--- src/sv/pmsc_pkg.sv ---
// ----------------------------------------------------------------------------
// pmsc_pkg
// Shared types and constants for the PID motor speed controller.
// ----------------------------------------------------------------------------
package pmsc_pkg;

	localparam int GAIN_BITS = 32;
	localparam int SUM_BITS  = 32;
	localparam int FRAC_BITS = 16;
	localparam int CTRL_BITS = 64;
	localparam int INT_BITS  = CTRL_BITS - FRAC_BITS;

	typedef logic signed [GAIN_BITS-1:0] gain_t;
	typedef logic signed [SUM_BITS-1:0]  sum_t;
	typedef logic signed [CTRL_BITS-1:0] ctrl_t;
	typedef logic [1:0]                  cfg_index_t;

	typedef struct packed {
		gain_t kp;
		gain_t ki_dt;
		gain_t kd_over_dt;
	} gains_t;

	localparam cfg_index_t CFG_KP_GAIN         = 2'd0;
	localparam cfg_index_t CFG_KI_DT_GAIN      = 2'd1;
	localparam cfg_index_t CFG_KD_OVER_DT_GAIN = 2'd2;

	localparam sum_t  SUM_MAX     = 32'sh7FFF_FFFF;
	localparam sum_t  SUM_MIN     = 32'sh8000_0000;
	localparam ctrl_t ITERM_LIMIT = 64'sd39321600;
	localparam ctrl_t PROD_LIMIT  = 64'sh2000_0000_0000_0000;

endpackage

--- src/sv/pmsc_gain_regs.sv ---
// ----------------------------------------------------------------------------
// pmsc_gain_regs
// Gain register file written through the configuration port.
// ----------------------------------------------------------------------------
module pmsc_gain_regs (
	input  logic                  clk,
	input  logic                  arst_n,
	input  logic                  cfg_wen,
	input  pmsc_pkg::cfg_index_t  cfg_index,
	input  pmsc_pkg::gain_t       cfg_wdata,
	output pmsc_pkg::gains_t      gains
);
	import pmsc_pkg::*;

	gains_t gains_q;

	always_ff @(posedge clk or negedge arst_n) begin
		if (!arst_n) begin
			gains_q <= '0;
		end else if (cfg_wen) begin
			case (cfg_index)
				CFG_KP_GAIN:         gains_q.kp <= cfg_wdata;
				CFG_KI_DT_GAIN:      gains_q.ki_dt <= cfg_wdata;
				CFG_KD_OVER_DT_GAIN: gains_q.kd_over_dt <= cfg_wdata;
				default: begin
					// drop writes to unknown registers
				end
			endcase
		end
	end

	assign gains = gains_q;

endmodule

--- config.mk ---
export PLATFORM = sky130hd
export DESIGN_NAME = pmsc_gain_regs
export DESIGN_NICKNAME = d
export VERILOG_FILES = /design/src/sv/pmsc_pkg.sv /design/src/sv/pmsc_gain_regs.sv
export SDC_FILE = /design/constraint.sdc
export NUM_CORES = 1
export LEC_CHECK = 0
export BUFFER_PORTS_ARGS = -buffer_cell sky130_fd_sc_hd__clkbuf_2
export CORE_MARGIN = 3
export CORE_UTILIZATION = 47
export CTS_CLUSTER_DIAMETER = 40
export CTS_CLUSTER_SIZE = 24
export DETAILED_ROUTE_END_ITERATION = 8
export PLACE_DENSITY = 0.77
export SLEW_MARGIN = 20
export SYNTH_ARGS = -nofsm -noshare
export SYNTH_HDL_FRONTEND = slang
export SYNTH_SLANG_ARGS = --single-unit
--- constraint.sdc ---
create_clock -name clk -period 1.86 [get_ports clk]
set_clock_uncertainty 0.15 [all_clocks]
set_input_delay 0.093 -clock clk [delete_from_list [all_inputs] [get_ports clk]]
set_output_delay 0.093 -clock clk [all_outputs]
set_load 0.005 [all_outputs]
---- Word-level counts from Yosys, hierarchy flattened ----
Cells that the tools add are included.
cells by class
  equality and inequality tests ........... 2
  reductions and logical operators ........ 4
operators with widths
  operator              number
  $reduce_and A2 Y1     3
  $eq A2 B1 Y1 const B  1
  $eq A2 B2 Y1 const B  1
  $logic_not A2 Y1      1
word-level totals
  flip-flop bits (word level) ............. 96
  word-level logic and storage cells ...... 9

---- Depth between registers and ports, before layout ----
Gate-level depths: netlist (run 1).
  depth in word-level cells ............... 2
  depth in mapped cells ................... 3
  gate-level depth less buffers ........... 2

---- Least setup slack after synthesis (run 1) ----
Ideal clock, no wire load.
  path type ............................... input -> register
  start point ............................. input port cfg_index[1]
  end point ............................... register gains_q, in the netlist gains[64]
  setup time .............................. 0.125 ns
  arrival time ............................ 0.893 ns
  path slack .............................. 0.692 ns
  cell stages on the path ................. 3
  path buffers ............................ 1
  cell sequence ........................... nor3b_4 > buf_6 > mux2_2
between the ends
  longest elaborated chain between the ends .. 2
ends and longest elaborated chain
  element                      RTL line              text
  start, declared              pmsc_gain_regs.sv:9   input pmsc_pkg::cfg_index_t cfg_index,
  $logic_not A2 Y1             pmsc_gain_regs.sv:21  case (cfg_index)
  $reduce_and A2 Y1 (no line)  -
  end, declared                pmsc_gain_regs.sv:15  gains_t gains_q;
Every way passes these cells.
A chain may end at the register's enable or synchronous reset.

---- Final worst setup path (run 1) ----
  start point ............................. register gains_q, in the netlist gains[37]
  end point ............................... output port gains[37] (netlist name)
RTL lines
  element        RTL line              text
  end, declared  pmsc_gain_regs.sv:11  output pmsc_pkg::gains_t gains
No word-level cell between the ends.

==> results of run 1 <==
[cell type report]
class                      count  share of cell area [%]
clock buffer                  10                    2.58
multi-input combinational     99                    22.7
clock inverter                 5                    1.65
sequential                    96                    48.6
timing repair buffer         170                    21.9
tap                           99                    2.51
[per-layer routing]
metal / share of wire [%] / GRT usage, % / up-vias
li1: - / - / 1069
met5: 0 / 0 / -
met1: 40 / 21.6 / 1178
met2: 54 / 32.1 / 70
met3: 5.3 / 3.69 / 7
met4: 1.2 / 6.50 / 0
[placed cells by master, fill, tap and decap left out]
cell type,Yosys,routed
inv_6,0,1
nand3b_2,2,2
buf_4,2,2
bufinv_16,0,2
clkbuf_8,3,9
buf_12,0,4
mux2_1,2,2
mux2_2,94,94
clkbuf_1,0,1
clkinvlp_4,0,1
dlygate4sd3_1,0,33
nor3b_4,1,1
dfrtp_1,96,96
clkinv_2,0,1
clkbuf_2,0,131
[worst paths after layout]
check | cells after the start | slack (ns) | start | endpoint
min in group clk | 4 | 0.22 | cfg_index[0] | gains[95]
min | 2 | 0.09 | arst_n | gains[42]
max reg2reg | 1 | 0.92 | gains[37] | gains[37]
max | 1 | 0.75 | gains[37] | gains[37]
max in group asynchronous | 3 | 0.83 | arst_n | gains[89]
min reg2reg | 1 | 0.36 | gains[47] | gains[47]
[cell families (layout without fill, tap and decap cells)]
| kind of cell | after synthesis | after routing | synth area share [%] |
|---|---|---|---|
| and+or+nand+nor | 3 | 3 | 1.14 |
| muxes | 96 | 96 | 29.8 |
| DFF | 96 | 96 | 66.3 |
| buffers and inverters | 9 | 185 | 2.79 |
[stage by stage]
stage | total power [mW] | area, sq um | hold WS, ns | setup slack (ns) | utilization (%)
floorplan | 3.14 | 3630 | -0.353 | 0.692 | -
global placement | 3.71 | 4400 | -0.0833 | 0.543 | 59.7
detailed placement | 3.76 | 4400 | -0.0851 | 0.499 | 59.7
CTS | 5.26 | 4940 | 0.0883 | 0.727 | 67.0
global route | 5.47 | 4940 | 0.114 | 0.710 | 67.0
finish | 5.19 | 4940 | 0.0879 | 0.749 | 67.0
[power by group]
part	total [mW]	internal [mW]	switching, mW
combinational	1.07	0.646	0.419
clock	1.43	0.754	0.676
sequential	2.69	2.48	0.210
total	5.19	3.88	1.31
[what timing repair did]
item,CTS,global route
hold endpoints to repair,192,0
gates resized for setup,0,0
setup buffers,0,0
hold buffers,33,0
==> flow_metrics.py, run 1 <==
metrics = {
    "outcome": {
        "status": "finished, final reports clean",
    },
    "floorplan": {
        "ios": 133,
        "die_w_microns": 93.8,
        "start_util_pct": 49.2,
        "dieArea_sq_um": 8810,
        "rows": 31,
        "die_h_microns": 93.8,
        "core_area_sq_um": 7370,
    },
    "job": {
        "cap_viol_max_count": 0,
    },
    "yosys": {
        "synth_cell_types": 8,
        "yosysSeqAreaShare_pct": 66.3,
        "yosysTopAreaCell": "dfrtp_1",
        "ys.flop_type": "dfrtp_1",
        "syn_nets": 241,
        "synth.avg_cell_area_sq_um": 17.8,
        "synth.area.top_cells": "dfrtp_1, mux2_2, buf_6",
        "synth_commonest_cells": "dfrtp_1, mux2_2, buf_6",
        "yosysTopAreaCellShare_pct": 66.3,
        "syn_inst": 204,
        "synth-edff-count": 0,
        "async_reset_ff_share_pct": 100,
        "syn_area_sq_um": 3630,
        "yosysWarnings": 0,
        "ys_ff_latch": 96,
        "synth.most_common_cell": "dfrtp_1",
    },
    "setup_path": {
        "cp_max_fo": 2,
        "crit_buf_inv": 1,
        "max_stage_delay_ns": 0.41,
        "startpoint_type": "register",
        "required_ns": 1.62,
        "arrival_ns": 0.87,
        "cp_top_family": "flip-flops",
        "cp_cell_sequence": "clkbuf_2",
        "end_kind": "primary output",
        "crit_type": "reg2out",
        "cp_slowest_cell": "dfrtp_1",
    },
    "timing": {
        "max_slew_margin_pct": 71.0,
        "tightestPinTransition_ns": 0.435,
        "rsz0062_at_grt": "no",
        "finalMaxSlewViolations": 0,
        "timing.final.crit_period_ns": 1.11,
        "final_hold_viol_count": 0,
        "setup_violations": 0,
        "tns_ns": 0,
        "finalCritPeriodShare_pct": 59.7,
        "fmax_mhz": 900,
    },
    "placement": {
        "placed_cells": 431,
        "dpl.hpwl_mm": 5.11,
        "gp_congestion": 0.717,
        "io_buffer_count": 132,
    },
    "cells_and_area": {
        "largest_reg_flops": 96,
        "fillers": 539,
        "n_antenna_cell": 0,
        "drive_above_1_share_pct": 65.3,
        "nets": 413,
        "multiInputGateArea_sq_um": 1120,
        "syn_to_final_growth_pct": 36.2,
        "instances_no_fill": 479,
        "seq_area_sq_um": 2400,
    },
    "min_path": {
        "hp-class": "in2async",
    },
    "power_and_ir_drop": {
        "p_leak_nw": 2.39,
        "irDropWorstVdd_v": 0.000601,
        "powerDensity_nw_per_um2": 1050,
    },
    "cts": {
        "cts_sinks": 96,
        "clockBufferDepth": 2,
        "clk_latency_ns": 0.33,
        "htree_levels": 3,
        "cts_buffers": 9,
        "cts-root-buf": "clkbuf_8",
        "cts_tree": "built",
        "path_clk_slew_ns": 0.09,
    },
    "global_routing": {
        "antenna_found_initial": 0,
        "grt_pass1_wl_mm": 12.2,
        "grt_max_degree": 54,
        "grtUsageTotal_pct": 18.0,
        "grt_overflow": 0,
        "grt_pass1_vias": 2462,
    },
    "routing": {
        "drc_errors": 0,
        "firstDrtPassIters": 3,
        "vias_per_cell": 4.85,
        "first_iter_violations": 26,
        "wl_per_cell_microns": 16.2,
        "wl_mm": 7.75,
        "ant_nets": 0,
        "num_vias": 2324,
    },
}
(Power assumes the default switching activity.)
==> run 2: changes to the inputs <==
Settings changed: CORE_UTILIZATION 47 to 44, PLACE_DENSITY 0.77 to 0.75.
Clock period 1.86 ns to 1 ns, I/O delays scaled along.
==> run 2 against run 1 <==
Net effect: the run now ends with negative hold slack, negative setup slack left; design area grew 6.1%; sequential power grew 86%; combinational power grew 110%; hold slack lost 0.11 ns; worst setup slack lost 0.83 ns; sequential cell count is the same; first-iteration DRC count grew 120%; total power grew 96%; clock power grew 100%; utilization shrank 0.24 points; critical path depth is the same; cell count grew 5.4%; largest cell class unchanged; largest power group unchanged.
==> flow_metrics.py, run 2 (synthesis results as in run 1) <==
metrics = {
    "floorplan": {
        "ios": 133,
        "start_util_pct": 46.2,
        "core_area_sq_um": 7850,
        "die_w_microns": 96.8,
        "die_h_microns": 96.8,
        "dieArea_sq_um": 9370,
        "rows": 32,
    },
    "global_routing": {
        "grt_overflow": 0,
        "antenna_found_initial": 0,
        "grt_pass1_vias": 2700,
        "grt_pass1_wl_mm": 13.6,
        "grt_max_degree": 26,
        "grtUsageTotal_pct": 18.1,
    },
    "placement": {
        "io_buffer_count": 132,
        "dp_slack_ns": -0.304,
        "dpl.hpwl_mm": 5.68,
        "placed_cells": 444,
        "gp_congestion": 0.719,
    },
    "cells_and_area": {
        "layout_common_cells": "clkbuf_2, dfrtp_1, mux2_2, dlygate4sd3_1, buf_4",
        "final_common_cell": "clkbuf_2",
        "nets": 435,
        "largest_reg_flops": 96,
        "fin_util_pct": 66.8,
        "n_antenna_cell": 0,
        "syn_to_final_growth_pct": 44.5,
        "drive_above_1_share_pct": 67.5,
        "instances_no_fill": 505,
    },
    "routing": {
        "wl_per_cell_microns": 16.5,
        "first_iter_violations": 56,
        "drc_errors": 0,
        "num_vias": 2427,
        "firstDrtPassIters": 4,
        "vias_per_cell": 4.81,
        "ant_nets": 0,
        "wl_mm": 8.32,
    },
    "cts": {
        "cts_buffers": 9,
        "cts-root-buf": "clkbuf_8",
        "cts_sinks": 96,
        "path_clk_slew_ns": 0.10,
        "cts_tree": "built",
        "clk_latency_ns": 0.35,
        "clockBufferDepth": 2,
        "htree_levels": 3,
        "ctsHoldBuffers": 33,
    },
    "timing": {
        "max_slew_margin_pct": 79.1,
        "tightestPinTransition_ns": 0.313,
        "finalMaxSlewViolations": 0,
        "final_hold_viol_count": 14,
        "rsz0062_at_grt": "yes",
        "setup_violations": 108,
        "timing.final.ws_setup_ns": -0.0848,
        "finalCritPeriodShare_pct": 108,
        "holdWs_ns": -0.0234,
        "timing.final.crit_period_ns": 1.08,
        "fmax_mhz": 922,
    },
    "setup_path": {
        "cp_cell_sequence": "clkbuf_2",
        "cp_top_family": "flip-flops",
        "arrival_ns": 0.88,
        "timing.rr.start": "gains[38]",
        "worstSetupStartpoint": "gains[19]",
        "max_stage_delay_ns": 0.40,
        "required_ns": 0.80,
        "end_kind": "primary output",
        "cp_slowest_cell": "dfrtp_1",
        "crit_type": "reg2out",
        "cp_max_fo": 2,
        "crit_buf_inv": 1,
        "startpoint_type": "register",
    },
    "job": {
        "cap_viol_max_count": 0,
    },
    "power_and_ir_drop": {
        "p_leak_nw": 2.58,
        "powerDensity_nw_per_um2": 1940,
        "irDropWorstVdd_v": 0.000933,
        "total_power_mw": 10.2,
    },
    "outcome": {
        "status": "finished, violations left",
        "violations": "negative hold slack, negative setup slack",
    },
    "min_path": {
        "hp-class": "in2async",
    },
}
run 2: worst paths after layout:
path	cells after the start	slack (ns)	end
setup / recovery	1	-0.08	gains[19]
hold / removal	2	-0.02	gains[31]
setup reg to reg	2	-0.05	gains[38]
hold reg to reg	1	0.35	gains[94]
max in group asynchronous	3	0.21	gains[45]
min in group clk	4	0.12	gains[94]
run 2: per-stage QoR:
stage          hold WS, ns  setup TNS, ns  instance area (sq um)
2_1_floorplan       -0.396          -3.70                   3650
3_3_place_gp        -0.198         -20.37                   4550
3_5_place_dp        -0.189         -22.28                   4550
4_1_cts            -0.0347          -6.96                   5180
5_1_grt           -0.00779          -9.82                   5240
6_report           -0.0234          -5.29                   5240
run 2: final cells by class:
type                    count  area [sq um]
clock buffers              12           165
multi-input cells          99          1170
flip-flops and latches     96          2400
well taps                 102           128
repair buffers            192          1300
clock inverters             4          75.1
fillers                   589          2610
run 2: power breakdown:
part           leakage (nW)  switching [mW]  internal, mW
registers              1.14           0.391          4.61
logic                  1.33           0.842          1.39
clock network         0.115            1.30          1.61
total                  2.58            2.53          7.62
run 2: routing by layer:
layer | vias up | wire length (microns) | share of wire [%] | track usage, %
met5 | - | 0 | 0 | 0
met4 | 0 | 152 | 1.8 | 7.34
met3 | 13 | 416 | 5.0 | 4.40
met2 | 77 | 4320 | 52 | 31.1
met1 | 1222 | 3430 | 41 | 21.9
li1 | 1115 | - | - | -
run 2: repair_timing:
item / in CTS / in global routing
resized for setup: 3 / 6
buffers inserted: 7 / 5
endpoints found under the setup margin: 96 / 103
hold endpoints to repair: 192 / 8
