[src/sv/pmsc_pkg.sv]
// ----------------------------------------------------------------------------
// pmsc_pkg
// Shared types and constants for the PID motor speed controller.
// ----------------------------------------------------------------------------
package pmsc_pkg;

	localparam int GAIN_BITS = 32;
	localparam int SUM_BITS  = 32;
	localparam int FRAC_BITS = 16;
	localparam int CTRL_BITS = 64;
	localparam int INT_BITS  = CTRL_BITS - FRAC_BITS;

	typedef logic signed [GAIN_BITS-1:0] gain_t;
	typedef logic signed [SUM_BITS-1:0]  sum_t;
	typedef logic signed [CTRL_BITS-1:0] ctrl_t;
	typedef logic [1:0]                  cfg_index_t;

	typedef struct packed {
		gain_t kp;
		gain_t ki_dt;
		gain_t kd_over_dt;
	} gains_t;

	localparam cfg_index_t CFG_KP_GAIN         = 2'd0;
	localparam cfg_index_t CFG_KI_DT_GAIN      = 2'd1;
	localparam cfg_index_t CFG_KD_OVER_DT_GAIN = 2'd2;

	localparam sum_t  SUM_MAX     = 32'sh7FFF_FFFF;
	localparam sum_t  SUM_MIN     = 32'sh8000_0000;
	localparam ctrl_t ITERM_LIMIT = 64'sd39321600;
	localparam ctrl_t PROD_LIMIT  = 64'sh2000_0000_0000_0000;

endpackage

[src/sv/pmsc_output_stage.sv]
// ----------------------------------------------------------------------------
// pmsc_output_stage
// Control sum, direction and saturated duty into the result register.
// ----------------------------------------------------------------------------
module pmsc_output_stage #(
	parameter int DUTY_BITS = 10
) (
	input  logic                  clk,
	input  logic                  arst_n,
	input  logic                  in_valid,
	output logic                  in_ready,
	input  pmsc_pkg::ctrl_t       p_term,
	input  pmsc_pkg::ctrl_t       i_term,
	input  pmsc_pkg::ctrl_t       d_term,
	output logic                  out_valid,
	input  logic                  out_ready,
	output logic                  direction,
	output logic [DUTY_BITS-1:0]  duty
);
	import pmsc_pkg::*;

	logic                   valid_s3;
	logic                   direction_s3;
	logic [DUTY_BITS-1:0]   duty_s3;

	ctrl_t                  ctrl_c;
	logic [CTRL_BITS-1:0]   mag_c;
	logic [INT_BITS-1:0]    int_c;
	logic [DUTY_BITS-1:0]   duty_c;

	assign in_ready = !valid_s3 || out_ready;

	always_comb begin
		ctrl_c = p_term + i_term + d_term;
		mag_c  = ctrl_c[CTRL_BITS-1] ? (~ctrl_c + 1'b1) : ctrl_c;
		int_c  = mag_c[CTRL_BITS-1:FRAC_BITS];
		if (|int_c[INT_BITS-1:DUTY_BITS]) begin
			duty_c = '1;
		end else begin
			duty_c = int_c[DUTY_BITS-1:0];
		end
	end

	always_ff @(posedge clk or negedge arst_n) begin
		if (!arst_n) begin
			valid_s3 <= 1'b0;
		end else if (in_ready) begin
			valid_s3 <= in_valid;
		end
	end

	always_ff @(posedge clk) begin
		if (in_valid && in_ready) begin
			direction_s3 <= ctrl_c[CTRL_BITS-1];
			duty_s3      <= duty_c;
		end
	end

	assign out_valid = valid_s3;
	assign direction = direction_s3;
	assign duty      = duty_s3;

endmodule

[config.mk]
export PLATFORM = sky130hd
export DESIGN_NAME = pmsc_output_stage
export DESIGN_NICKNAME = d
export VERILOG_FILES = /design/src/sv/pmsc_pkg.sv /design/src/sv/pmsc_output_stage.sv
export SDC_FILE = /design/constraint.sdc
export NUM_CORES = 1
export LEC_CHECK = 0
export ABC_AREA = 1
export BUFFER_PORTS_ARGS = -buffer_cell sky130_fd_sc_hd__buf_4
export CORE_UTILIZATION = 53
export CTS_BUF_LIST = sky130_fd_sc_hd__clkbuf_4
export DETAILED_ROUTE_END_ITERATION = 10
export GPL_ROUTABILITY_DRIVEN = 0
export PLACE_DENSITY = 0.8
export SLEW_MARGIN = 20
export SYNTH_ARGS = -nofsm -noshare
export SYNTH_HDL_FRONTEND = slang
export SYNTH_SLANG_ARGS = --single-unit
[constraint.sdc]
create_clock -name clk -period 1.4 [get_ports clk]
set_clock_uncertainty 0.05 [all_clocks]
set_input_delay 0 -clock clk [delete_from_list [all_inputs] [get_ports clk]]
set_output_delay 0 -clock clk [all_outputs]
set_load 0.03 [all_outputs]
==> results.rst, run 1 <==
.. list-table::
   :header-rows: 1

   * - Metric
     - Value
   * - TritonCTS sink count
     - 12
   * - Number of cells produced by synthesis
     - 2,041
   * - Seq/Total Area, Yosys
     - 3.37%
   * - Leading register cell type out of synthesis
     - edfxtp_1
   * - Count of input and output buffers
     - 208
   * - GR Overflow Total
     - 9
   * - Share of Yosys cell area claimed by the top area cell type
     - 31.1%
   * - Total GRT Usage
     - 68.7%
   * - Worst endpoint, post-GRT repair
     - duty[7]$_SDFFCE_PP1P_/D
   * - TritonCTS buffer count
     - 3
   * - Die Wd
     - 143 um
   * - Final HPWL from detailed placement
     - 35.5 mm
   * - Number of synthesized flops with an enable pin
     - 11
   * - Initial core utilization
     - 54.2%
   * - Rows
     - 51
   * - Y dimension of the die
     - 143 um
   * - Maximum number of pins on one net before global-route repair
     - 14
   * - Largest cells by area after synthesis
     - nand2_1 31%, inv_1 14%, fa_1 12%
   * - Post-synthesis average cell area
     - 5.17 um^2
   * - FFs w/ async S/R, synth
     - 8.33%
   * - Top-level I/O count
     - 209
   * - Clock Tree Buf Depth
     - 2
   * - Worst Setup Slack post-DPL
     - -2750 ps
   * - Library cell used as clock root buffer
     - clkbuf_4
   * - Synthesized Nets
     - 2,363
   * - Register bit total from synthesis
     - 12
   * - Number of distinct standard cells referenced by the synthesized netlist
     - 37
   * - Post-synthesis instance area
     - 10,500 um^2
   * - Worst_ep kind
     - register input
   * - Run status
     - did not finish
   * - Stage at which the flow ended
     - global routing
   * - First logged error message
     - [ERROR GRT-0232] Routing congestion too high. Check the congestion heatmap in the GUI.
   * - Biggest area consumer among synthesized cells
     - nand2_1
   * - Number of synthesis warnings
     - 0
   * - CTS HTree Levels
     - 1
[per-layer routing]
layer	global-route usage (%)	overflow
met5	32.3	0
met4	62.1	5
met3	54.4	0
met2	86.9	4
met1	68.2	0
[per-stage QoR]
stage          TNS, ps  hold WS, ps  instances  util [%]  cell area [um^2]
2_1_floorplan   -21590         -346       2041         -             10600
3_3_place_gp    -28110         -275       2804      75.7             14700
3_5_place_dp    -29250         -274       2804      75.7             14700
4_1_cts         -23780          234       2827      79.0             15400
[Yosys cell counts, types with 9 or more instances]
library cell	n
nand2_1	873
inv_1	384
nor2_1	200
nand3_1	142
fa_1	64
nand4_1	64
ha_1	62
a21oi_1	57
nor2_2	30
nand2_2	26
xor2_1	20
inv_2	15
nor3_1	13
edfxtp_1	11
nand3_2	11
xnor2_1	11
o21ai_0	9
[what timing repair did]
item,4_1_cts
cloned,3
endpoints found under the setup margin,11
gates resized for setup,104
buffers inserted,12
hold buffers,4
pin swaps,46
endpoints found under the hold margin,2
[logic make-up after synthesis]
kind of cell    share of synthesized area [%]
buf+inv                                  14.7
xor+xnor                                 2.73
compound gates                           3.85
fa+ha+maj                                19.5
simple gates                             55.8
flops                                    3.37
==> inputs of run 2 (changes only) <==
--- a/config.mk
+++ b/config.mk
@@ -7,11 +7,10 @@
 export LEC_CHECK = 0
 export ABC_AREA = 1
 export BUFFER_PORTS_ARGS = -buffer_cell sky130_fd_sc_hd__buf_4
-export CORE_UTILIZATION = 53
-export CTS_BUF_LIST = sky130_fd_sc_hd__clkbuf_4
+export CORE_UTILIZATION = 40
 export DETAILED_ROUTE_END_ITERATION = 10
 export GPL_ROUTABILITY_DRIVEN = 0
-export PLACE_DENSITY = 0.8
+export PLACE_DENSITY_LB_ADDON = 0.15
 export SLEW_MARGIN = 20
 export SYNTH_ARGS = -nofsm -noshare
 export SYNTH_HDL_FRONTEND = slang
==> constraint.sdc (replaced) <==
create_clock -name clk -period 1.8 [get_ports clk]
set_clock_uncertainty 0.05 [all_clocks]
set_input_delay 0 -clock clk [delete_from_list [all_inputs] [get_ports clk]]
set_output_delay 0 -clock clk [all_outputs]
set_load 0.03 [all_outputs]
==> results.rst, run 2 <==
.. list-table::
   :header-rows: 1

   * - Metric
     - Value
   * - Run status
     - finished with violations (was did not finish)
   * - Violated checks
     - negative setup slack
   * - Uppermost signal routing layer after detailed routing
     - met4
   * - TritonCTS sink count
     - 12 (unchanged)
   * - Met3 Wirelength
     - 2.69 mm
   * - Number of cells produced by synthesis
     - 2,041 (unchanged)
   * - Unrepaired setup endpoints after global routing
     - yes
   * - Final routed wire length divided by cell count
     - 13.8 um
   * - Wire length of the first global-routing pass
     - 63.6 mm
   * - Reg2reg path depth
     - 3
   * - Clock insertion delay at the later pin of the skew report
     - 240 ps
   * - Max-cap violation count
     - 0
   * - Top-level I/O count
     - 209 (unchanged)
   * - Part of the cycle the worst path needs
     - 210%
   * - Relative slew slack
     - 75.3%
   * - Final worst slack
     - -1980 ps
   * - Share of the synthesized netlist area taken by xor and xnor gates
     - 2.73% (unchanged)
   * - CP endpoint kind
     - flop
   * - Seq/Total Area, Yosys
     - 3.37% (unchanged)
   * - Layout cell share with drive strength beyond 1
     - 31.9%
   * - Worst Setup Path Type
     - input pin to flop
   * - Count of fill cells added during filler insertion
     - 2,534
   * - Maximum single-stage delay on the critical path
     - 530 ps
   * - Die area
     - 27,000 um^2
   * - Leading cell type in the layout, fill and taps excluded
     - nand2_1
   * - Number of antenna violations at the first check in global routing
     - 0
   * - Biggest area consumer among synthesized cells
     - nand2_1 (unchanged)
   * - Final setup fails
     - 11
   * - Detailed-route wire length on metal 1
     - 17.9 mm
   * - Most frequent cells after synthesis
     - 873 x nand2_1, 384 x inv_1, 200 x nor2_1, 142 x nand3_1 (unchanged)
   * - Final HPWL from detailed placement
     - 35.2 mm (was 35.5 mm)
   * - Gate family responsible for the most delay along the worst path
     - simple AND/OR/NAND/NOR gates
   * - Data required, critical path
     - 1730 ps
   * - TritonCTS buffer count
     - 3 (unchanged)
   * - Buffers & Inverters on Critical Path
     - 4
   * - Post-synthesis average cell area
     - 5.17 um^2 (unchanged)
   * - GR Overflow Total
     - 0
   * - Total Neg Setup Slack
     - -20,500 ps
   * - Area share of fa/ha/maj cells after synthesis
     - 19.5% (unchanged)
   * - Clock tree from TritonCTS
     - yes
   * - Post-route antenna net violation count
     - 0
   * - Crit-path max FO
     - 6
   * - Startpoint Class
     - input pin
   * - Worst Path Arrival
     - 3710 ps
   * - First-pass iteration count of the detailed router
     - 5
   * - Worst Setup Slack post-DPL
     - -2360 ps (was -2750 ps)
   * - Routed vias
     - 14,400
   * - Maximum number of pins on one net before global-route repair
     - 12
   * - Count of input and output buffers
     - 208 (unchanged)
   * - Post-layout min period
     - 3780 ps
   * - Wire length on met2
     - 18.5 mm
   * - WL final
     - 40.6 mm
   * - Number of distinct standard cells referenced by the synthesized netlist
     - 37 (unchanged)
   * - Leading register cell type out of synthesis
     - edfxtp_1 (unchanged)
   * - Critical path's slowest cell
     - fa_1
   * - R2r setup slk
     - 560 ps
   * - Combinational family with the most area after synthesis
     - simple AND/OR/NAND/NOR gates (unchanged)
   * - Count of endpoints failing hold in the final timing report
     - 0
   * - Residual DRC
     - 0
   * - Hold slack
     - 16.5 ps
   * - Synth-to-layout area growth
     - 53.4%
   * - Largest cells by area after synthesis
     - nand2_1 31%, inv_1 14%, fa_1 12% (unchanged)
   * - Clock Tree Buf Depth
     - 2 (unchanged)
   * - Synthesized Nets
     - 2,363 (unchanged)
   * - Highest achievable clock rate
     - 264 MHz
   * - Largest register FFs
     - 10
   * - Leakage power summed over all cells
     - 9.16 nW
   * - Destination of the worst register-to-register timing path
     - out_valid$_DFFE_PN0N_
   * - Worst reg2reg path startpoint
     - out_valid$_DFFE_PN0N_
   * - Portion of netlist area occupied by mux cells
     - 0% (unchanged)
   * - Cell with the most instances after synthesis
     - nand2_1 (unchanged)
   * - Initial core utilization
     - 40.6% (was 54.2%)
   * - FFs w/ async S/R, synth
     - 8.33% (unchanged)
   * - Library cell used as clock root buffer
     - clkbuf_16 (was clkbuf_4)
   * - Maximum vdd drop
     - 0.667 mV
   * - Via density
     - 4.93
   * - Simple-gate share of the synthesized area
     - 55.8% (unchanged)
   * - Register bit total from synthesis
     - 12 (unchanged)
   * - Inst Count DP
     - 2,884 (was 2,804)
   * - Post-synthesis instance area
     - 10,500 um^2 (unchanged)
   * - Total GRT Usage
     - 29.6%
   * - Final std cells w/o fill
     - 2,932
   * - Number of diodes added for antenna fixing
     - 0
   * - Most common cell type on the critical path
     - nand2_1
   * - Placeable Area
     - 26,000 um^2
   * - Synthesized-area fraction occupied by ao, oa, aoi and oai cells
     - 3.85% (unchanged)
   * - Number of synthesis warnings
     - 0 (unchanged)
   * - Commonest cells after routing, fill and taps aside
     - 816 x nand2_1, 545 x buf_4, 381 x inv_1
   * - CTS HTree Levels
     - 1 (unchanged)
   * - Share of Yosys cell area claimed by the top area cell type
     - 31.1% (unchanged)
   * - Number of synthesized flops with an enable pin
     - 11 (unchanged)
   * - Starting DRC count in detailed routing
     - 1,068
   * - Pin slew with the least headroom to its limit
     - 367 ps
   * - Y dimension of the die
     - 164 um (was 143 um)
   * - Clock slew at the register clock pins of the worst setup and hold paths
     - 40 ps
   * - Final nets
     - 2,920
   * - Rows
     - 59 (was 51)
   * - Power density over the cells
     - 816 nW/um^2
   * - Type of the worst min-delay path
     - input pin to async pin
   * - Number of max-slew violations in the final report
     - 0
   * - Number of global-route vias before repair
     - 13,400
   * - Die Wd
     - 164 um (was 143 um)
run 2: cell counts after synthesis:
No cell type changed its count.
run 2: power by group:
group          total (mW)  internal [mW]  switching, mW
combinational        12.5           5.37           7.09
sequential          0.320          0.317        0.00290
clock               0.422          0.298          0.123
total                13.2           5.98           7.22
run 2: worst max-delay path by stage:
| stage | startpoint | to | slack (ps) | depth (start not counted) |
|---|---|---|---|---|
| after floorplan | p_term[1] | duty[0]$_SDFFCE_PP1P_ | -1620 | 26 |
| after global placement | p_term[1] | duty[8]$_SDFFCE_PP1P_ | -2260 | 26 |
| after detailed placement | p_term[1] | duty[3]$_SDFFCE_PP1P_ | -2360 | 27 |
| after CTS | d_term[1] | duty[3]$_SDFFCE_PP1P_ | -1930 | 26 |
| after global routing | p_term[1] | duty[0]$_SDFFCE_PP1P_ | -2280 | 29 |
| final | p_term[1] | duty[1]$_SDFFCE_PP1P_ | -1980 | 27 |
run 2: kinds of logic after synthesis:
family                   Yosys count
AO/OA/AOI/OAI                     75
XOR/XNOR                          32
adder cells (fa/ha/maj)          126
buffers and inverters            409
flip-flops                        12
AND/OR/NAND/NOR                 1387
run 2: area by class of cell:
| type | instances | area, um^2 | share of cell area, % |
|---|---|---|---|
| Multi-Input combinational cell | 1623 | 9560 | 59.1 |
| Timing Repair Buffer | 556 | 4250 | 26.3 |
| Inverter | 401 | 1510 | 9.33 |
| Tap cell | 335 | 419 | 2.59 |
| Sequential cell | 12 | 355 | 2.20 |
| Clock buffer | 4 | 78.8 | 0.487 |
| Timing Repair inverter | 1 | 7.51 | 0.0464 |
run 2: metal layers:
layer | vias to the layer above | track usage, %
met5 | - | 0
met4 | 0 | 10.1
met3 | 94 | 2.03
met2 | 551 | 49.6
met1 | 6454 | 40.1
li1 | 7345 | -
run 2: through the flow:
step | power (mW) | util [%] | area [um^2]
4_1_cts | 12.5 | 60.6 | 15800
3_5_place_dp | 11.3 | 57.2 | 14900
6_report | 13.2 | 62.3 | 16200
2_1_floorplan | 6.56 | - | 10600
5_1_grt | 14.4 | 62.3 | 16200
3_3_place_gp | 11.2 | 57.2 | 14900
run 2: repair_timing:
item                                    4_1_cts  5_1_grt
pin swaps                                    60       49
endpoints found under the setup margin       11       11
hold buffers                                  3        0
gates cloned                                  5        0
buffers inserted                             25       11
endpoints found under the hold margin         2        0
resized for setup                           116       87
Note: power is estimated with default switching activity, not from simulation.
==> inputs of run 3 (changes only) <==
--- a/config.mk
+++ b/config.mk
@@ -7,10 +7,10 @@
 export LEC_CHECK = 0
 export ABC_AREA = 1
 export BUFFER_PORTS_ARGS = -buffer_cell sky130_fd_sc_hd__buf_4
-export CORE_UTILIZATION = 40
+export CORE_UTILIZATION = 45
 export DETAILED_ROUTE_END_ITERATION = 10
 export GPL_ROUTABILITY_DRIVEN = 0
-export PLACE_DENSITY_LB_ADDON = 0.15
+export PLACE_DENSITY = 0.67
 export SLEW_MARGIN = 20
 export SYNTH_ARGS = -nofsm -noshare
 export SYNTH_HDL_FRONTEND = slang
==> results.rst, run 3 (synthesized netlist as in run 2, its figures left out) <==
.. list-table::
   :header-rows: 1

   * - Metric
     - Value
   * - Run status
     - finished with violations (unchanged)
   * - Violated checks
     - negative setup slack (unchanged)
   * - Rows
     - 55 (was 59)
   * - Final setup fails
     - 11 (unchanged)
   * - Number of global-route vias before repair
     - 13,500 (was 13,400)
   * - Final HPWL from detailed placement
     - 34.8 mm (was 35.2 mm)
   * - Initial core utilization
     - 46.2% (was 40.6%)
   * - Routed vias
     - 14,700 (was 14,400)
   * - Largest register FFs
     - 10 (unchanged)
   * - Part of the cycle the worst path needs
     - 220% (was 210%)
   * - Layout cell share with drive strength beyond 1
     - 34.5% (was 31.9%)
   * - Leakage power summed over all cells
     - 9.13 nW (was 9.16 nW)
   * - Residual DRC
     - 0 (unchanged)
   * - CP endpoint kind
     - flop (unchanged)
   * - Data required, critical path
     - 1720 ps (was 1730 ps)
   * - Post-layout min period
     - 3950 ps (was 3780 ps)
   * - TritonCTS buffer count
     - 3 (unchanged)
   * - GR Overflow Total
     - 0 (unchanged)
   * - Wire length of the first global-routing pass
     - 62.9 mm (was 63.6 mm)
   * - Final routed wire length divided by cell count
     - 14.3 um (was 13.8 um)
   * - Worst Setup Slack post-DPL
     - -2300 ps (was -2360 ps)
   * - Worst Path Arrival
     - 3870 ps (was 3710 ps)
   * - Maximum number of pins on one net before global-route repair
     - 16 (was 12)
   * - Final std cells w/o fill
     - 2,901 (was 2,932)
   * - TritonCTS sink count
     - 12 (unchanged)
   * - Commonest cells after routing, fill and taps aside
     - 794 x nand2_1, 537 x buf_4, 377 x inv_1 (was 816 x nand2_1, 545 x buf_4, 381 x inv_1)
   * - Clock Tree Buf Depth
     - 2 (unchanged)
   * - Power density over the cells
     - 819 nW/um^2 (was 816 nW/um^2)
   * - Placeable Area
     - 22,800 um^2 (was 26,000 um^2)
   * - Highest achievable clock rate
     - 253 MHz (was 264 MHz)
   * - Clock tree from TritonCTS
     - yes (unchanged)
   * - Die area
     - 24,100 um^2 (was 27,000 um^2)
   * - Final worst slack
     - -2150 ps (was -1980 ps)
   * - Count of input and output buffers
     - 208 (unchanged)
   * - Unrepaired setup endpoints after global routing
     - yes (unchanged)
   * - Post-route antenna net violation count
     - 0 (unchanged)
   * - CTS HTree Levels
     - 1 (unchanged)
   * - Inst Count DP
     - 2,867 (was 2,884)
   * - Total power draw
     - 13.5 mW (was 13.2 mW)
   * - Via density
     - 5.06 (was 4.93)
   * - Library cell used as clock root buffer
     - clkbuf_16 (unchanged)
   * - Startpoint Class
     - input pin (unchanged)
   * - Layout Utilization
     - 72.0% (was 62.3%)
   * - Number of antenna violations at the first check in global routing
     - 0 (unchanged)
   * - Crit-path max FO
     - 5 (was 6)
   * - WL final
     - 41.4 mm (was 40.6 mm)
   * - Clock insertion delay at the later pin of the skew report
     - 240 ps (about the same)
   * - Count of fill cells added during filler insertion
     - 2,015 (was 2,534)
   * - Die Wd
     - 155 um (was 164 um)
   * - Leading cell type in the layout, fill and taps excluded
     - nand2_1 (unchanged)
   * - Type of the worst min-delay path
     - input pin to async pin (unchanged)
   * - Relative slew slack
     - 63.9% (was 75.3%)
   * - Number of diodes added for antenna fixing
     - 0 (unchanged)
   * - Number of max-slew violations in the final report
     - 0 (unchanged)
   * - Y dimension of the die
     - 155 um (was 164 um)
   * - Worst Setup Path Type
     - input pin to flop (unchanged)
   * - Synth-to-layout area growth
     - 56.0% (was 53.4%)
   * - Maximum vdd drop
     - 0.469 mV (was 0.667 mV)
   * - Total GRT Usage
     - 32.6% (was 29.6%)
   * - Count of endpoints failing hold in the final timing report
     - 0 (unchanged)
   * - Clock slew at the register clock pins of the worst setup and hold paths
     - 40 ps (about the same)
   * - Final nets
     - 2,911 (was 2,920)
   * - Pin slew with the least headroom to its limit
     - 536 ps (was 367 ps)
   * - Max-cap violation count
     - 0 (unchanged)
   * - Top-level I/O count
     - 209 (unchanged)
   * - Starting DRC count in detailed routing
     - 1,135 (was 1,068)
   * - First-pass iteration count of the detailed router
     - 5 (unchanged)
## run 3: changes by cell type in the layout (fill, tap and decap cells not counted), moves of 15 or more
cell | before | now
ha_1 | 42 | 25
nor2_2 | 70 | 90
nand2_2 | 75 | 93
nand2_1 | 816 | 794
ha_4 | 17 | 32
nor2_1 | 143 | 120
## run 3: worst max-delay path: stages
cell	delay, ps
buf_6	90
fa_1	540
ha_2	190
inv_2	50
fa_2	370
buf_6	150
xnor2_4	120
nor2_2	160
nand3_2	120
nor2_2	180
nand2_1	80
nor2_2	140
nand3_2	90
nor2_4	160
nand4_1	170
nor2_2	210
nand3_1	140
nand3_1	90
nand2_1	60
inv_1	50
nand2_1	50
nor2_1	150
nand2_2	150
nor2_4	210
nand4_1	120
## run 3: area by class of cell
cell class | instances | area (um^2) | share of cell area, %
clock buffer | 4 | 78.8 | 0.479
inverter | 401 | 1510 | 9.18
multi-input combinational | 1623 | 9920 | 60.3
sequential | 12 | 355 | 2.16
tap | 313 | 392 | 2.38
timing repair buffer | 547 | 4190 | 25.4
timing repair inverter | 1 | 8.76 | 0.0532
## run 3: path summary, 6_finish.rpt
check | startpoint | endpoint | slack (ps) | depth (start not counted)
worst max-delay path | p_term[1] | duty[6]$_SDFFCE_PP1P_ | -2150 | 25
max in group asynchronous | arst_n | out_valid$_DFFE_PN0N_ | 1560 | 2
worst min register to register | out_valid$_DFFE_PN0N_ | duty[1]$_SDFFCE_PP1P_ | 760 | 2
min in group clk | out_ready | in_ready | 300 | 4
worst min-delay path | arst_n | out_valid$_DFFE_PN0N_ | 60 | 2
worst max register to register | out_valid$_DFFE_PN0N_ | out_valid$_DFFE_PN0N_ | 540 | 3
## run 3: metrics by stage
| stage | hold slack (ps) | area [um^2] | setup TNS [ps] |
|---|---|---|---|
| after floorplan | -346 | 10600 | -17190 |
| after CTS | 42.4 | 15300 | -20330 |
| final | 56.9 | 16500 | -22050 |
| after detailed placement | -273 | 14900 | -24270 |
| after global placement | -275 | 14900 | -24020 |
| after global routing | 53.8 | 16500 | -23880 |
## run 3: metal layers
layer	vias up	routed length [um]	GRT usage, %
met3	99	3410	3.68
li1	7331	-	-
met2	651	19000	54.0
met1	6589	17600	44.0
met4	0	1340	10.5
met5	-	0	0
## run 3: report_power, final
group          internal [mW]  switching, mW
combinational           5.53           7.23
sequential             0.317        0.00310
clock                  0.297          0.108
## run 3: timing repair
item | CTS | global route
endpoints found under the hold margin | 2 | 0
hold buffers | 3 | 0
setup buffers | 11 | 11
pin swaps | 27 | 72
gates cloned | 4 | 2
endpoints found under the setup margin | 11 | 11
gates resized for setup | 46 | 240
