[config.mk]
export PLATFORM = sky130hd
export DESIGN_NAME = pmsc_error_stage
export DESIGN_NICKNAME = d
export VERILOG_FILES = /design/src/sv/pmsc_pkg.sv /design/src/sv/pmsc_error_stage.sv
export SDC_FILE = /design/constraint.sdc
export NUM_CORES = 1
export LEC_CHECK = 0
export ABC_AREA = 1
export BUFFER_PORTS_ARGS = -buffer_cell sky130_fd_sc_hd__buf_4
export CAP_MARGIN = 20
export CORE_AREA = 5 5 118 204
export CTS_BUF_LIST = sky130_fd_sc_hd__clkbuf_4 sky130_fd_sc_hd__clkbuf_8 sky130_fd_sc_hd__clkbuf_16
export CTS_CLUSTER_DIAMETER = 100
export DETAILED_ROUTE_END_ITERATION = 10
export DIE_AREA = 0 0 123 209
export PLACE_DENSITY = 0.62
export SYNTH_ARGS = -nofsm -noshare
export SYNTH_HDL_FRONTEND = slang
export SYNTH_SLANG_ARGS = --single-unit
[constraint.sdc]
create_clock -name clk -period 2.8 [get_ports clk]
set_input_delay 0.56 -clock clk [delete_from_list [all_inputs] [get_ports clk]]
set_output_delay 0.56 -clock clk [all_outputs]
set_load 0.03 [all_outputs]
[src/sv/pmsc_pkg.sv]
// ----------------------------------------------------------------------------
// pmsc_pkg
// Shared types and constants for the PID motor speed controller.
// ----------------------------------------------------------------------------
package pmsc_pkg;

	localparam int GAIN_BITS = 32;
	localparam int SUM_BITS  = 32;
	localparam int FRAC_BITS = 16;
	localparam int CTRL_BITS = 64;
	localparam int INT_BITS  = CTRL_BITS - FRAC_BITS;

	typedef logic signed [GAIN_BITS-1:0] gain_t;
	typedef logic signed [SUM_BITS-1:0]  sum_t;
	typedef logic signed [CTRL_BITS-1:0] ctrl_t;
	typedef logic [1:0]                  cfg_index_t;

	typedef struct packed {
		gain_t kp;
		gain_t ki_dt;
		gain_t kd_over_dt;
	} gains_t;

	localparam cfg_index_t CFG_KP_GAIN         = 2'd0;
	localparam cfg_index_t CFG_KI_DT_GAIN      = 2'd1;
	localparam cfg_index_t CFG_KD_OVER_DT_GAIN = 2'd2;

	localparam sum_t  SUM_MAX     = 32'sh7FFF_FFFF;
	localparam sum_t  SUM_MIN     = 32'sh8000_0000;
	localparam ctrl_t ITERM_LIMIT = 64'sd39321600;
	localparam ctrl_t PROD_LIMIT  = 64'sh2000_0000_0000_0000;

endpackage

[src/sv/pmsc_error_stage.sv]
// ----------------------------------------------------------------------------
// pmsc_error_stage
// Error, saturating error sum and error delta; holds the controller state.
// ----------------------------------------------------------------------------
module pmsc_error_stage #(
	parameter int MEASURE_BITS = 16
) (
	input  logic                           clk,
	input  logic                           arst_n,
	input  logic                           in_valid,
	output logic                           in_ready,
	input  logic signed [MEASURE_BITS-1:0] target_value,
	input  logic signed [MEASURE_BITS-1:0] measured_value,
	output logic                           out_valid,
	input  logic                           out_ready,
	output logic signed [MEASURE_BITS:0]   error,
	output logic signed [MEASURE_BITS+1:0] delta,
	output pmsc_pkg::sum_t                 error_sum
);
	import pmsc_pkg::*;

	localparam int ERR_BITS  = MEASURE_BITS + 1;
	localparam int DIFF_BITS = MEASURE_BITS + 2;
	localparam int ACC_BITS  = ((ERR_BITS > SUM_BITS) ? ERR_BITS : SUM_BITS) + 1;
	localparam logic signed [ACC_BITS-1:0] ACC_MAX = ACC_BITS'(SUM_MAX);
	localparam logic signed [ACC_BITS-1:0] ACC_MIN = ACC_BITS'(SUM_MIN);

	logic                         valid_s1;
	logic signed [ERR_BITS-1:0]   error_s1;
	logic signed [DIFF_BITS-1:0]  delta_s1;
	sum_t                         sum_s1;
	logic signed [ERR_BITS-1:0]   prev_error_q;
	sum_t                         error_sum_q;

	logic signed [ERR_BITS-1:0]   err_c;
	logic signed [DIFF_BITS-1:0]  delta_c;
	logic signed [ACC_BITS-1:0]   acc_c;
	sum_t                         sum_c;
	logic                         accept;

	assign in_ready = !valid_s1 || out_ready;
	assign accept   = in_valid && in_ready;

	always_comb begin
		err_c   = ERR_BITS'(target_value) - ERR_BITS'(measured_value);
		delta_c = DIFF_BITS'(err_c) - DIFF_BITS'(prev_error_q);
		acc_c   = ACC_BITS'(error_sum_q) + ACC_BITS'(err_c);
		if (acc_c > ACC_MAX) begin
			sum_c = SUM_MAX;
		end else if (acc_c < ACC_MIN) begin
			sum_c = SUM_MIN;
		end else begin
			sum_c = SUM_BITS'(acc_c);
		end
	end

	always_ff @(posedge clk or negedge arst_n) begin
		if (!arst_n) begin
			valid_s1     <= 1'b0;
			prev_error_q <= '0;
			error_sum_q  <= '0;
		end else begin
			if (in_ready) begin
				valid_s1 <= in_valid;
			end
			if (accept) begin
				prev_error_q <= err_c;
				error_sum_q  <= sum_c;
			end
		end
	end

	always_ff @(posedge clk) begin
		if (accept) begin
			error_s1 <= err_c;
			delta_s1 <= delta_c;
			sum_s1   <= sum_c;
		end
	end

	assign out_valid = valid_s1;
	assign error     = error_s1;
	assign delta     = delta_s1;
	assign error_sum = sum_s1;

endmodule

### After elaboration in Yosys (flattened, before gate mapping)

Cells that the tools add are included.

* bits in registers: 117
* latch bits: 0
* memory bits (writable): 0
* bits in read-only memories: 0
* bits of input ports: 36
* output and inout bits: 69
* logic and storage cells: 16
* memories kept: 0

* $add $sub $neg: 3
* multiply operators: 0
* div/mod/pow operators: 0
* $lt $le $gt $ge: 2
* eq/ne operators: 0
* shifts and indexed selects: 0
* muxes and demuxes: 2
* bitwise gates (word level): 0
* reductions and logical operators: 3

Operators by type and width (number)
* two-way mux 32 bit: 2
* adder 32 x 17 -> 33 bit: 1
* > comparator 33 x 32 -> 1 bit (second input constant): 1
* less-than comparator 33 x 32 -> 1 bit (second input constant): 1
* subtractor 17 x 17 -> 18 bit: 1
* subtractor 16 x 16 -> 17 bit: 1
* logical AND 1 bit: 1
* logical NOT 1 bit: 1
* logical OR 1 bit: 1

### Logic depth before layout (Yosys ltp)

Gate-level depths: netlist of run 1.

* depth in word-level cells: 5
* mapped depth: 30
* gate-level depth less buffers: 29

### Least setup slack after synthesis of run 1

No wires, ideal clock.

* path kind: input port to flip-flop
* start: input target_value[0]
* end: register sum_s1[10], in the netlist error_sum[10], data pin
* library setup time: 256 ps
* arrival: 3613 ps
* required time: 2544 ps
* path slack: -1069 ps
* cell stages on the path: 23
* path buffers: 1
* cell sequence: inv_1 -> ha_1 -> inv_1 -> fa_1 -> nand3_1 -> nand3_1 -> nand2_1 -> nand2_1 -> nand3_1 -> nand4_1 -> xor2_1 -> inv_1 -> ha_1 -> a21o_1 -> nor2_1 -> nand2_1 -> a21oi_2 -> nand2_2 -> nand2_1 -> nand2_1 -> nand2_4 -> buf_6 -> nand2_2

* cells in the longest elaborated chain, start to end: 5
* elaborated cells between the ends (all ways): 6
* classes of those cells: add/sub (2); order compare (2); mux (2)

Ends and longest elaborated chain
* start, declared: RTL line pmsc_error_stage.sv:12 `input logic signed [MEASURE_BITS-1:0] target_value,`
* subtractor 16 x 16 -> 17 bit *: RTL line pmsc_error_stage.sv:45 `err_c = ERR_BITS'(target_value) - ERR_BITS'(measured_value);`
* net err_c[16]: RTL line pmsc_error_stage.sv:35 `logic signed [ERR_BITS-1:0] err_c;`
* adder 32 x 17 -> 33 bit *: RTL line pmsc_error_stage.sv:47 `acc_c = ACC_BITS'(error_sum_q) + ACC_BITS'(err_c);`
* less-than comparator 33 x 32 -> 1 bit: RTL line pmsc_error_stage.sv:50 `end else if (acc_c < ACC_MIN) begin`
* two-way mux 32 bit: RTL line pmsc_error_stage.sv:50
* two-way mux 32 bit *: RTL line pmsc_error_stage.sv:48 `if (acc_c > ACC_MAX) begin`
* net sum_c[10]: RTL line pmsc_error_stage.sv:38 `sum_t sum_c;`
* end signal, assigned: RTL line pmsc_error_stage.sv:77 `sum_s1 <= sum_c;`
* end, declared: RTL line pmsc_error_stage.sv:31 `sum_t sum_s1;`

The timed path passes the listed nets; every way through them passes the cells marked *.
A chain may end at the register's enable or synchronous reset.

### Worst setup path in the final report of run 1

* start: input target_value[0]
* end: register sum_s1[18], in the netlist error_sum[18], data pin

Same word-level chain as after synthesis.

==> metrics.md, run 1 <==
| Metric | Value |
|---|---|
| Warnings, synthesis | `0` |
| Initial core utilization | `36.96%` |
| Lkg Pwr | `6.625 nW` |
| Clock buffer depth | `2` |
| Slew Viols, Final | `0` |
| Buffers added on ports | `104` |
| Comb power frac | `69.7%` |
| Post-Syn Nets | `1173` |
| Layout cells sized above 1 | `41.45%` |
| M1 GR Usage | `20.07%` |
| Met2 Track Usage GR | `41.24%` |
| Clock Latency Late Sink | `440 ps` |
| Critical path fanouts, max | `8` |
| Failing checks | `negative setup slack` |
| Total GRT Usage | `21.12%` |
| Vias in the first global route | `8493` |
| Most used routing layer | `met2` |
| P_sw | `0.008147 W` |
| Die Span X | `123 microns` |
| Fill cells | `2017` |
| Avg Inst Size Synth | `7.737 sq um` |
| Slowest CP cell | `fa_2` |
| Placed Area | `11450 sq um` |
| Cell Area, Synth | `8270 sq um` |
| Fin nets | `1536` |
| Sw Share | `44.59%` |
| Routed Antenna Nets | `0` |
| Routed WL | `26440 microns` |
| Clock slew at reported path FFs | `60 ps` |
| CP peak stage delay | `340 ps` |
| Worst EP arrival | `3940 ps` |
| Fin area | `12980 sq um` |
| Max Cap Viol | `0` |
| CP most frequent cell | `nand2_2` |
| Final setup violating endpoints | `75` |
| Req. time, crit path | `2980 ps` |
| Max-slew headroom | `49.47%` |
| Yosys cell types | `40` |
| Ant diodes | `0` |
| VDD IR-drop max | `0.0006431 V` |
| Sequential Power Share | `17.7%` |
| Register area share after synthesis | `39.46%` |
| Gp weighted congestion | `0.9416` |
| HPWL Detailed | `19760 microns` |
| Vias per std cell | `4.629` |
| CTS tree | `yes` |
| Deepest level of the CTS H-tree | `4` |
| Detailed Routing Iterations Pass 1 | `4` |
| Status | `complete, but fails checks` |
| Power per cell area | `1408 nW/um^2` |
| Critical Path Start Type | `input pin` |
| Worst Setup End Kind | `register` |
| Antenna violations before repair | `0` |
| Final Hold Fails | `0` |
| Via count | `8077` |
| Met3 Usage GRT | `3.331%` |
| Global-route wire length before repair | `41440 microns` |
| Syn Inst Count | `1069` |
| Min-delay worst type | `in2async` |
| Final cell count without fillers | `1745` |
| Grt total ovfl | `0` |
| Placed insts | `1683` |
| Top cells by area, synth | `edfxtp_1, nand2_1, dfrtp_1, ha_1, inv_1` |
| Slew @ Worst Pin | `757.9 ps` |
| Io pins | `105` |
| Die Y-Extent | `209 microns` |
| TritonCTS buffer count | `17` |
| Layout Skew | `8.413 ps` |
| Max Fclk | `0.2660 GHz` |
| Area delta synth->final | `56.90%` |
| Post-route DRC | `0` |
| Final WS setup | `-959.4 ps` |
| FF+latch count, synth | `117` |
| Die ar. | `25710 sq um` |
| Final min period | `3759 ps` |
| Tcrit/Tclk final | `134.3%` |
| Row Count | `73` |
| Routed WL per cell | `15.15 microns` |
| Post-synth top area share | `24.33%` |
| RSZ-0062 raised after global routing | `yes` |
| Largest net degree at the start of global routing | `52` |
| Synth area leader | `edfxtp_1` |
| CP Class | `in2reg` |
| Core Area | `22380 sq um` |
| Clock group share of total power | `12.6%` |
| Clock Tree Root | `clkbuf_16` |
| Cell-internal power | `0.01013 W` |
| Clk sink count | `117` |
| DRT iter0 DRCs | `375` |
[cells in the final DEF, fill, tap and decap left out, types with 8 or more instances in the layout]
cell	netlist	final
edfxtp_1	67	67
a21oi_1	55	42
o21ai_0	27	24
nor2_2	5	8
nor2_1	59	51
ha_4	0	24
buf_6	6	12
inv_1	146	139
nand3_1	48	39
a21oi_2	3	15
buf_4	2	335
nand2_1	355	313
nand2_2	67	82
inv_2	6	10
dfrtp_1	50	50
ha_1	65	41
nand2_4	3	29
xor2_1	38	30
clkbuf_16	0	18
o21bai_1	9	8
[kinds of logic (layout without fill, tap and decap cells)]
kind of cell    count (synthesis)  count (layout)  synth area share, %
simple gates                  560             560                29.52
buf+inv                       170             546                8.366
flops                         117             117                39.46
compound gates                112             112                7.655
fa+ha+maj                      68              68                10.56
xor+xnor                       42              42                4.448
[worst paths after layout]
path	depth (start not counted)	from	end	slack [ps]
min in group clk	4	out_ready	out_valid	420
max in group asynchronous	1	arst_n	prev_error_q[2]	2090
setup / recovery	27	target_value[0]	error_sum[18]	-960
hold / removal	1	arst_n	error_sum_q[18]	180
hold reg to reg	2	prev_error_q[3]	prev_error_q[3]	480
setup reg to reg	18	error_sum_q[0]	error_sum[18]	230
[state kept, by name, indices dropped and copies added, names as in the netlist]
register,flops
error_sum,32
error,17
out_valid,1
prev_error_q,17
delta,18
error_sum_q,32
[layout make-up]
cell class	instances	area [sq um]	area share, %
clock buffer	19	440.4	3.394
clock inverter	13	162.7	1.253
inverter	154	624.3	4.811
multi-input combinational	782	5213	40.17
sequential	117	3263	25.15
tap	300	375.4	2.893
timing repair buffer	358	2873	22.14
timing repair inverter	2	25.02	0.1928
[synthesized netlist by cell type]
| library cell | number |
|---|---|
| buf_4 | 2 |
| nand2_4 | 3 |
| nand4_1 | 3 |
| nor4_4 | 1 |
| xnor2_1 | 4 |
| fa_1 | 3 |
| o21bai_1 | 9 |
| inv_1 | 146 |
| edfxtp_1 | 67 |
| a21boi_1 | 1 |
| a211oi_1 | 1 |
| nor2_1 | 59 |
| a21boi_0 | 1 |
| o21ai_0 | 27 |
| nor4_1 | 1 |
| o31ai_1 | 2 |
| a21oi_1 | 55 |
| a21o_1 | 5 |
| and2_1 | 3 |
| a21oi_2 | 3 |
| dfrtp_1 | 50 |
| nor2_2 | 5 |
| nor3_1 | 9 |
| nor2_4 | 2 |
| nand2_2 | 67 |
| xor2_1 | 38 |
| nand3_1 | 48 |
| a31oi_1 | 3 |
| ha_1 | 65 |
| nand2_1 | 355 |
| inv_2 | 6 |
| clkinv_1 | 2 |
| o21ai_1 | 1 |
| o21a_1 | 2 |
| nand3b_1 | 4 |
| o22ai_1 | 1 |
| clkbuf_1 | 7 |
| o21ai_2 | 1 |
| buf_2 | 1 |
| buf_6 | 6 |
[power groups by stage]
| stage | Combinational (W) | Clock, W | Sequential, W |
|---|---|---|---|
| final | 0.0127 | 0.00230 | 0.00324 |
| after global routing | 0.0139 | 0.00241 | 0.00330 |
| after CTS | 0.0119 | 0.00234 | 0.00324 |
| after detailed placement | 0.0110 | 0 | 0.00326 |
| after global placement | 0.0109 | 0 | 0.00327 |
| after floorplan | 0.00597 | 0 | 0.00393 |
[metrics by stage]
step / setup slack, ps / total power (W) / hold slack [ps] / utilization [%] / setup TNS, ps
6_report: -959.4 / 0.01827 / 184.7 / 57.99 / -63330
4_1_cts: -856.3 / 0.01748 / 198.5 / 56.27 / -55610
5_1_grt: -1172 / 0.01958 / 242.8 / 57.99 / -78430
3_3_place_gp: -1402 / 0.01415 / 465.7 / 51.15 / -97730
2_1_floorplan: -812.2 / 0.009908 / 264.4 / - / -50500
3_5_place_dp: -1459 / 0.01429 / 473.3 / 51.15 / -101710
[worst max-delay path: cells and delay by family]
kind,cells,cell delay [ps]
XOR/XNOR,1,290
adder cells (fa/ha/maj),3,740
buffers and inverters,7,820
AND/OR/NAND/NOR,16,1520
[routing by layer]
layer  wire (microns)  vias up
met4             1291        0
met1             9023     3732
li1                 -     4139
met2            15380      141
met5                0        -
met3              740       65
[repair_timing]
item	4_1_cts	5_1_grt
hold buffers	0	0
pin swaps	10	24
resized for setup	81	67
endpoints found under the setup margin	75	76
gates cloned	3	1
buffers inserted	18	10
(Power assumes the default switching activity.)
==> inputs of run 2 (changes only) <==
ABC_AREA = unset   (was 1)
CORE_AREA = 5 5 112 194   (was 5 5 118 204)
DIE_AREA = 0 0 117 199   (was 0 0 123 209)
==> metrics.md, run 2 <==
| Metric | Value |
|---|---|
| Status | `complete, but fails checks` |
| Failing checks | `negative setup slack` |
| FF+latch count, synth | `117 (unchanged)` |
| Main synth FF type | `edfxtp_1` |
| Layout cells sized above 1 | `46.75% (+5.3 points)` |
| Critical Path Start Type | `input pin` |
| Final min period | `4700 ps (+940.2 ps)` |
| Slowest CP cell | `a2111o_1` |
| CTS tree | `yes` |
| Max Fclk | `0.2128 GHz (-20%)` |
| Metal2 WL | `13340 microns (-13%)` |
| R2r startpoint | `error_sum_q[0]` |
| Routed WL per cell | `16.96 microns (+12%)` |
| Post-Syn Nets | `865 (-26%)` |
| Initial core utilization | `37.11% (+0.15 points)` |
| Commonest non-fill, non-tap cell in the layout | `buf_4` |
| Row Count | `69 (-5.5%)` |
| Max-slew headroom | `48.44% (-1.0 points)` |
| Final Hold Fails | `0 (unchanged)` |
| Die ar. | `23280 sq um (-9.4%)` |
| Main combinational cell family by area after synthesis | `compound AO/OA/AOI/OAI gates` |
| Global-route wire length before repair | `35110 microns (-15%)` |
| Clock slew at reported path FFs | `70 ps (about the same)` |
| Clock Tree Root | `clkbuf_16` |
| Power per cell area | `1403 nW/um^2 (-0.35%)` |
| Clk sink count | `117 (unchanged)` |
| Vias per std cell | `5.086 (+9.9%)` |
| Hold buffers post-CTS | `0 (unchanged)` |
| Req. time, crit path | `2980 ps (about the same)` |
| Fill cells | `1704 (-16%)` |
| Top cells by area, synth | `edfxtp_1, dfrtp_1, ha_1, a21oi_1, xnor2_1` |
| Ant diodes | `0 (unchanged)` |
| DRT iter0 DRCs | `295 (-21%)` |
| Io pins | `105 (unchanged)` |
| Fin nets | `1199 (-22%)` |
| Via count | `6897 (-15%)` |
| Yosys cell types | `62 (+55%)` |
| Post-route DRC | `0 (unchanged)` |
| Detailed Routing Iterations Pass 1 | `4 (unchanged)` |
| Gp weighted congestion | `0.8951 (-4.9%)` |
| RSZ-0062 raised after global routing | `yes` |
| Grt total ovfl | `0 (unchanged)` |
| Clock Latency Late Sink | `430 ps (about the same)` |
| Max Cap Viol | `0 (unchanged)` |
| Worst path bufs/invs | `9 (+2)` |
| Deepest level of the CTS H-tree | `4 (unchanged)` |
| Avg Inst Size Synth | `9.766 sq um (+26%)` |
| Overall power consumption | `0.01672 W (-8.5%)` |
| Register area share after synthesis | `43.91% (+4.5 points)` |
| Worst EP arrival | `4880 ps (+940 ps)` |
| Synth Area in Simple Gates | `11.67% (-18 points)` |
| Area delta synth->final | `60.29%` |
| Die Span X | `117 microns (-4.9%)` |
| Vias in the first global route | `7358 (-13%)` |
| Top sig layer | `met4` |
| Worst reg-to-reg setup slack | `-460 ps (-690 ps)` |
| Slew Viols, Final | `0 (unchanged)` |
| Buffers added on ports | `104 (unchanged)` |
| HPWL Detailed | `16770 microns (-15%)` |
| Syn Inst Count | `761 (-29%)` |
| Final WS setup | `-1900 ps (-940.2 ps)` |
| TritonCTS buffer count | `17 (unchanged)` |
| Largest net degree at the start of global routing | `61 (+17%)` |
| R2r endpoint | `error_sum[28]` |
| VDD IR-drop max | `0.0007720 V (+20%)` |
| Commonest cells post-synth | `a21oi_1, nor2_1, edfxtp_1` |
| Routed Antenna Nets | `0 (unchanged)` |
| Clock buffer depth | `2 (unchanged)` |
| Worst R2R Path Depth | `15 (-3)` |
| Final setup violating endpoints | `79 (+5.3%)` |
| Routed WL | `22990 microns (-13%)` |
| Slew @ Worst Pin | `773.4 ps (+15.46 ps)` |
| Layout Skew | `17.94 ps (+9.527 ps)` |
| Final Core Density | `59.48% (+1.5 points)` |
| Die Y-Extent | `199 microns (-4.8%)` |
| Worst Setup End Kind | `register` |
| Synth Area in Adders | `12.51% (+1.9 points)` |
| CP Class | `in2reg` |
| Wire length on met3 | `753 microns (+1.8%)` |
| Synth Area in Compound Gates | `19.80% (+12 points)` |
| Xor/xnor share of the synthesized area | `5.875% (+1.4 points)` |
| Ys async rst share | `42.74% (unchanged)` |
| Post-synth EDFFs | `67 (unchanged)` |
| Antenna violations before repair | `0 (unchanged)` |
| Synth area leader | `edfxtp_1` |
| Warnings, synthesis | `0 (unchanged)` |
| Top-count cell post-synth | `a21oi_1` |
| Tcrit/Tclk final | `167.8% (+34 points)` |
| Total GRT Usage | `19.56% (-1.6 points)` |
| Wl on met1 | `7826 microns (-13%)` |
| CP peak stage delay | `420 ps (+80 ps)` |
| Core Area | `20030 sq um (-10%)` |
| CP most frequent cell | `buf_12` |
| Commonest non-fill, non-tap cells in the layout | `buf_4, edfxtp_1, nand2_1, nor2_1, inv_1` |
| Cell Area, Synth | `7432 sq um (-10%)` |
| Min-delay worst type | `in2async` |
| Mux share of post-synthesis cell area | `1.667% (+1.7 points)` |
| Pre-CTS setup slack | `-2521 ps (-1061 ps)` |
| Critical path fanouts, max | `8 (unchanged)` |
| Lkg Pwr | `5.392 nW (-19%)` |
| CP top delay family | `compound AO/OA/AOI/OAI gates` |
| Post-synth top area share | `27.07% (+2.7 points)` |
==> run 2: cell types whose count changed after synthesis, moves of 10 or more <==
cell     delta
xor2_1     -23
a21oi_1    +19
a21o_1     +15
nand2_2    -67
inv_1      -85
xnor2_1    +29
o21a_1     +10
nand3_1    -35
mux2_2     +11
o21ai_0    +27
nand2_1   -292
==> run 2: cells by family after synthesis <==
| logic type | after synthesis |
|---|---|
| xor gates and xnor gates | 49 |
| DFF | 117 |
| buffers and inverters | 85 |
| and+or+nand+nor | 193 |
| AOI/OAI and AO/OA | 233 |
| adders and majority gates | 73 |
| muxes | 11 |
==> run 2: power by group <==
part / internal [W] / switching (W) / total, W
clock: 0.00135 / 0.000933 / 0.00229
sequential: 0.00282 / 0.000368 / 0.00319
combinational: 0.00541 / 0.00583 / 0.0112
total: 0.00958 / 0.00713 / 0.0167
==> run 2: worst max path at each step <==
stage	startpoint	endpoint	slack, ps	cells past startpoint
6_report	target_value[0]	error_sum[28]	-1900	28
5_1_grt	target_value[0]	error_sum[28]	-2110	28
4_1_cts	target_value[0]	error_sum[28]	-1940	27
3_5_place_dp	target_value[0]	error_sum[24]	-2520	25
3_3_place_gp	target_value[0]	error_sum_q[10]	-2500	25
2_1_floorplan	target_value[0]	error_sum_q[30]	-2020	23
==> run 2: cell type report <==
cell class / count / area [sq um] / area share [%]
multi-input combinational: 560 / 4721 / 39.63
sequential: 117 / 3263 / 27.39
timing repair buffer: 338 / 2763 / 23.19
clock buffer: 17 / 425.4 / 3.571
tap: 248 / 310.3 / 2.605
inverter: 61 / 244.0 / 2.048
clock inverter: 15 / 186.4 / 1.565
==> run 2: layer usage <==
layer,track usage (%),vias up
met4,11.65,0
met3,2.557,62
met1,19.07,3260
li1,-,3412
met5,0,-
met2,37.68,163
==> run 2: repair_timing <==
action | CTS | global route
hold endpoints to repair | 0 | 0
setup endpoints to repair | 76 | 79
gates cloned | 1 | 2
buffers inserted | 16 | 14
gates resized for setup | 65 | 101
pin swaps | 39 | 44
==> run 2: stage by stage <==
step	hold WS, ps	cell area, sq um	setup TNS (ps)	instances
floorplan	264.4	7761	-129540	761
global placement	469.3	10320	-169870	1299
detailed placement	486.2	10320	-172840	1299
CTS	232.5	11370	-124300	1346
global route	264.8	11910	-136770	1356
finish	215.6	11910	-121320	1356
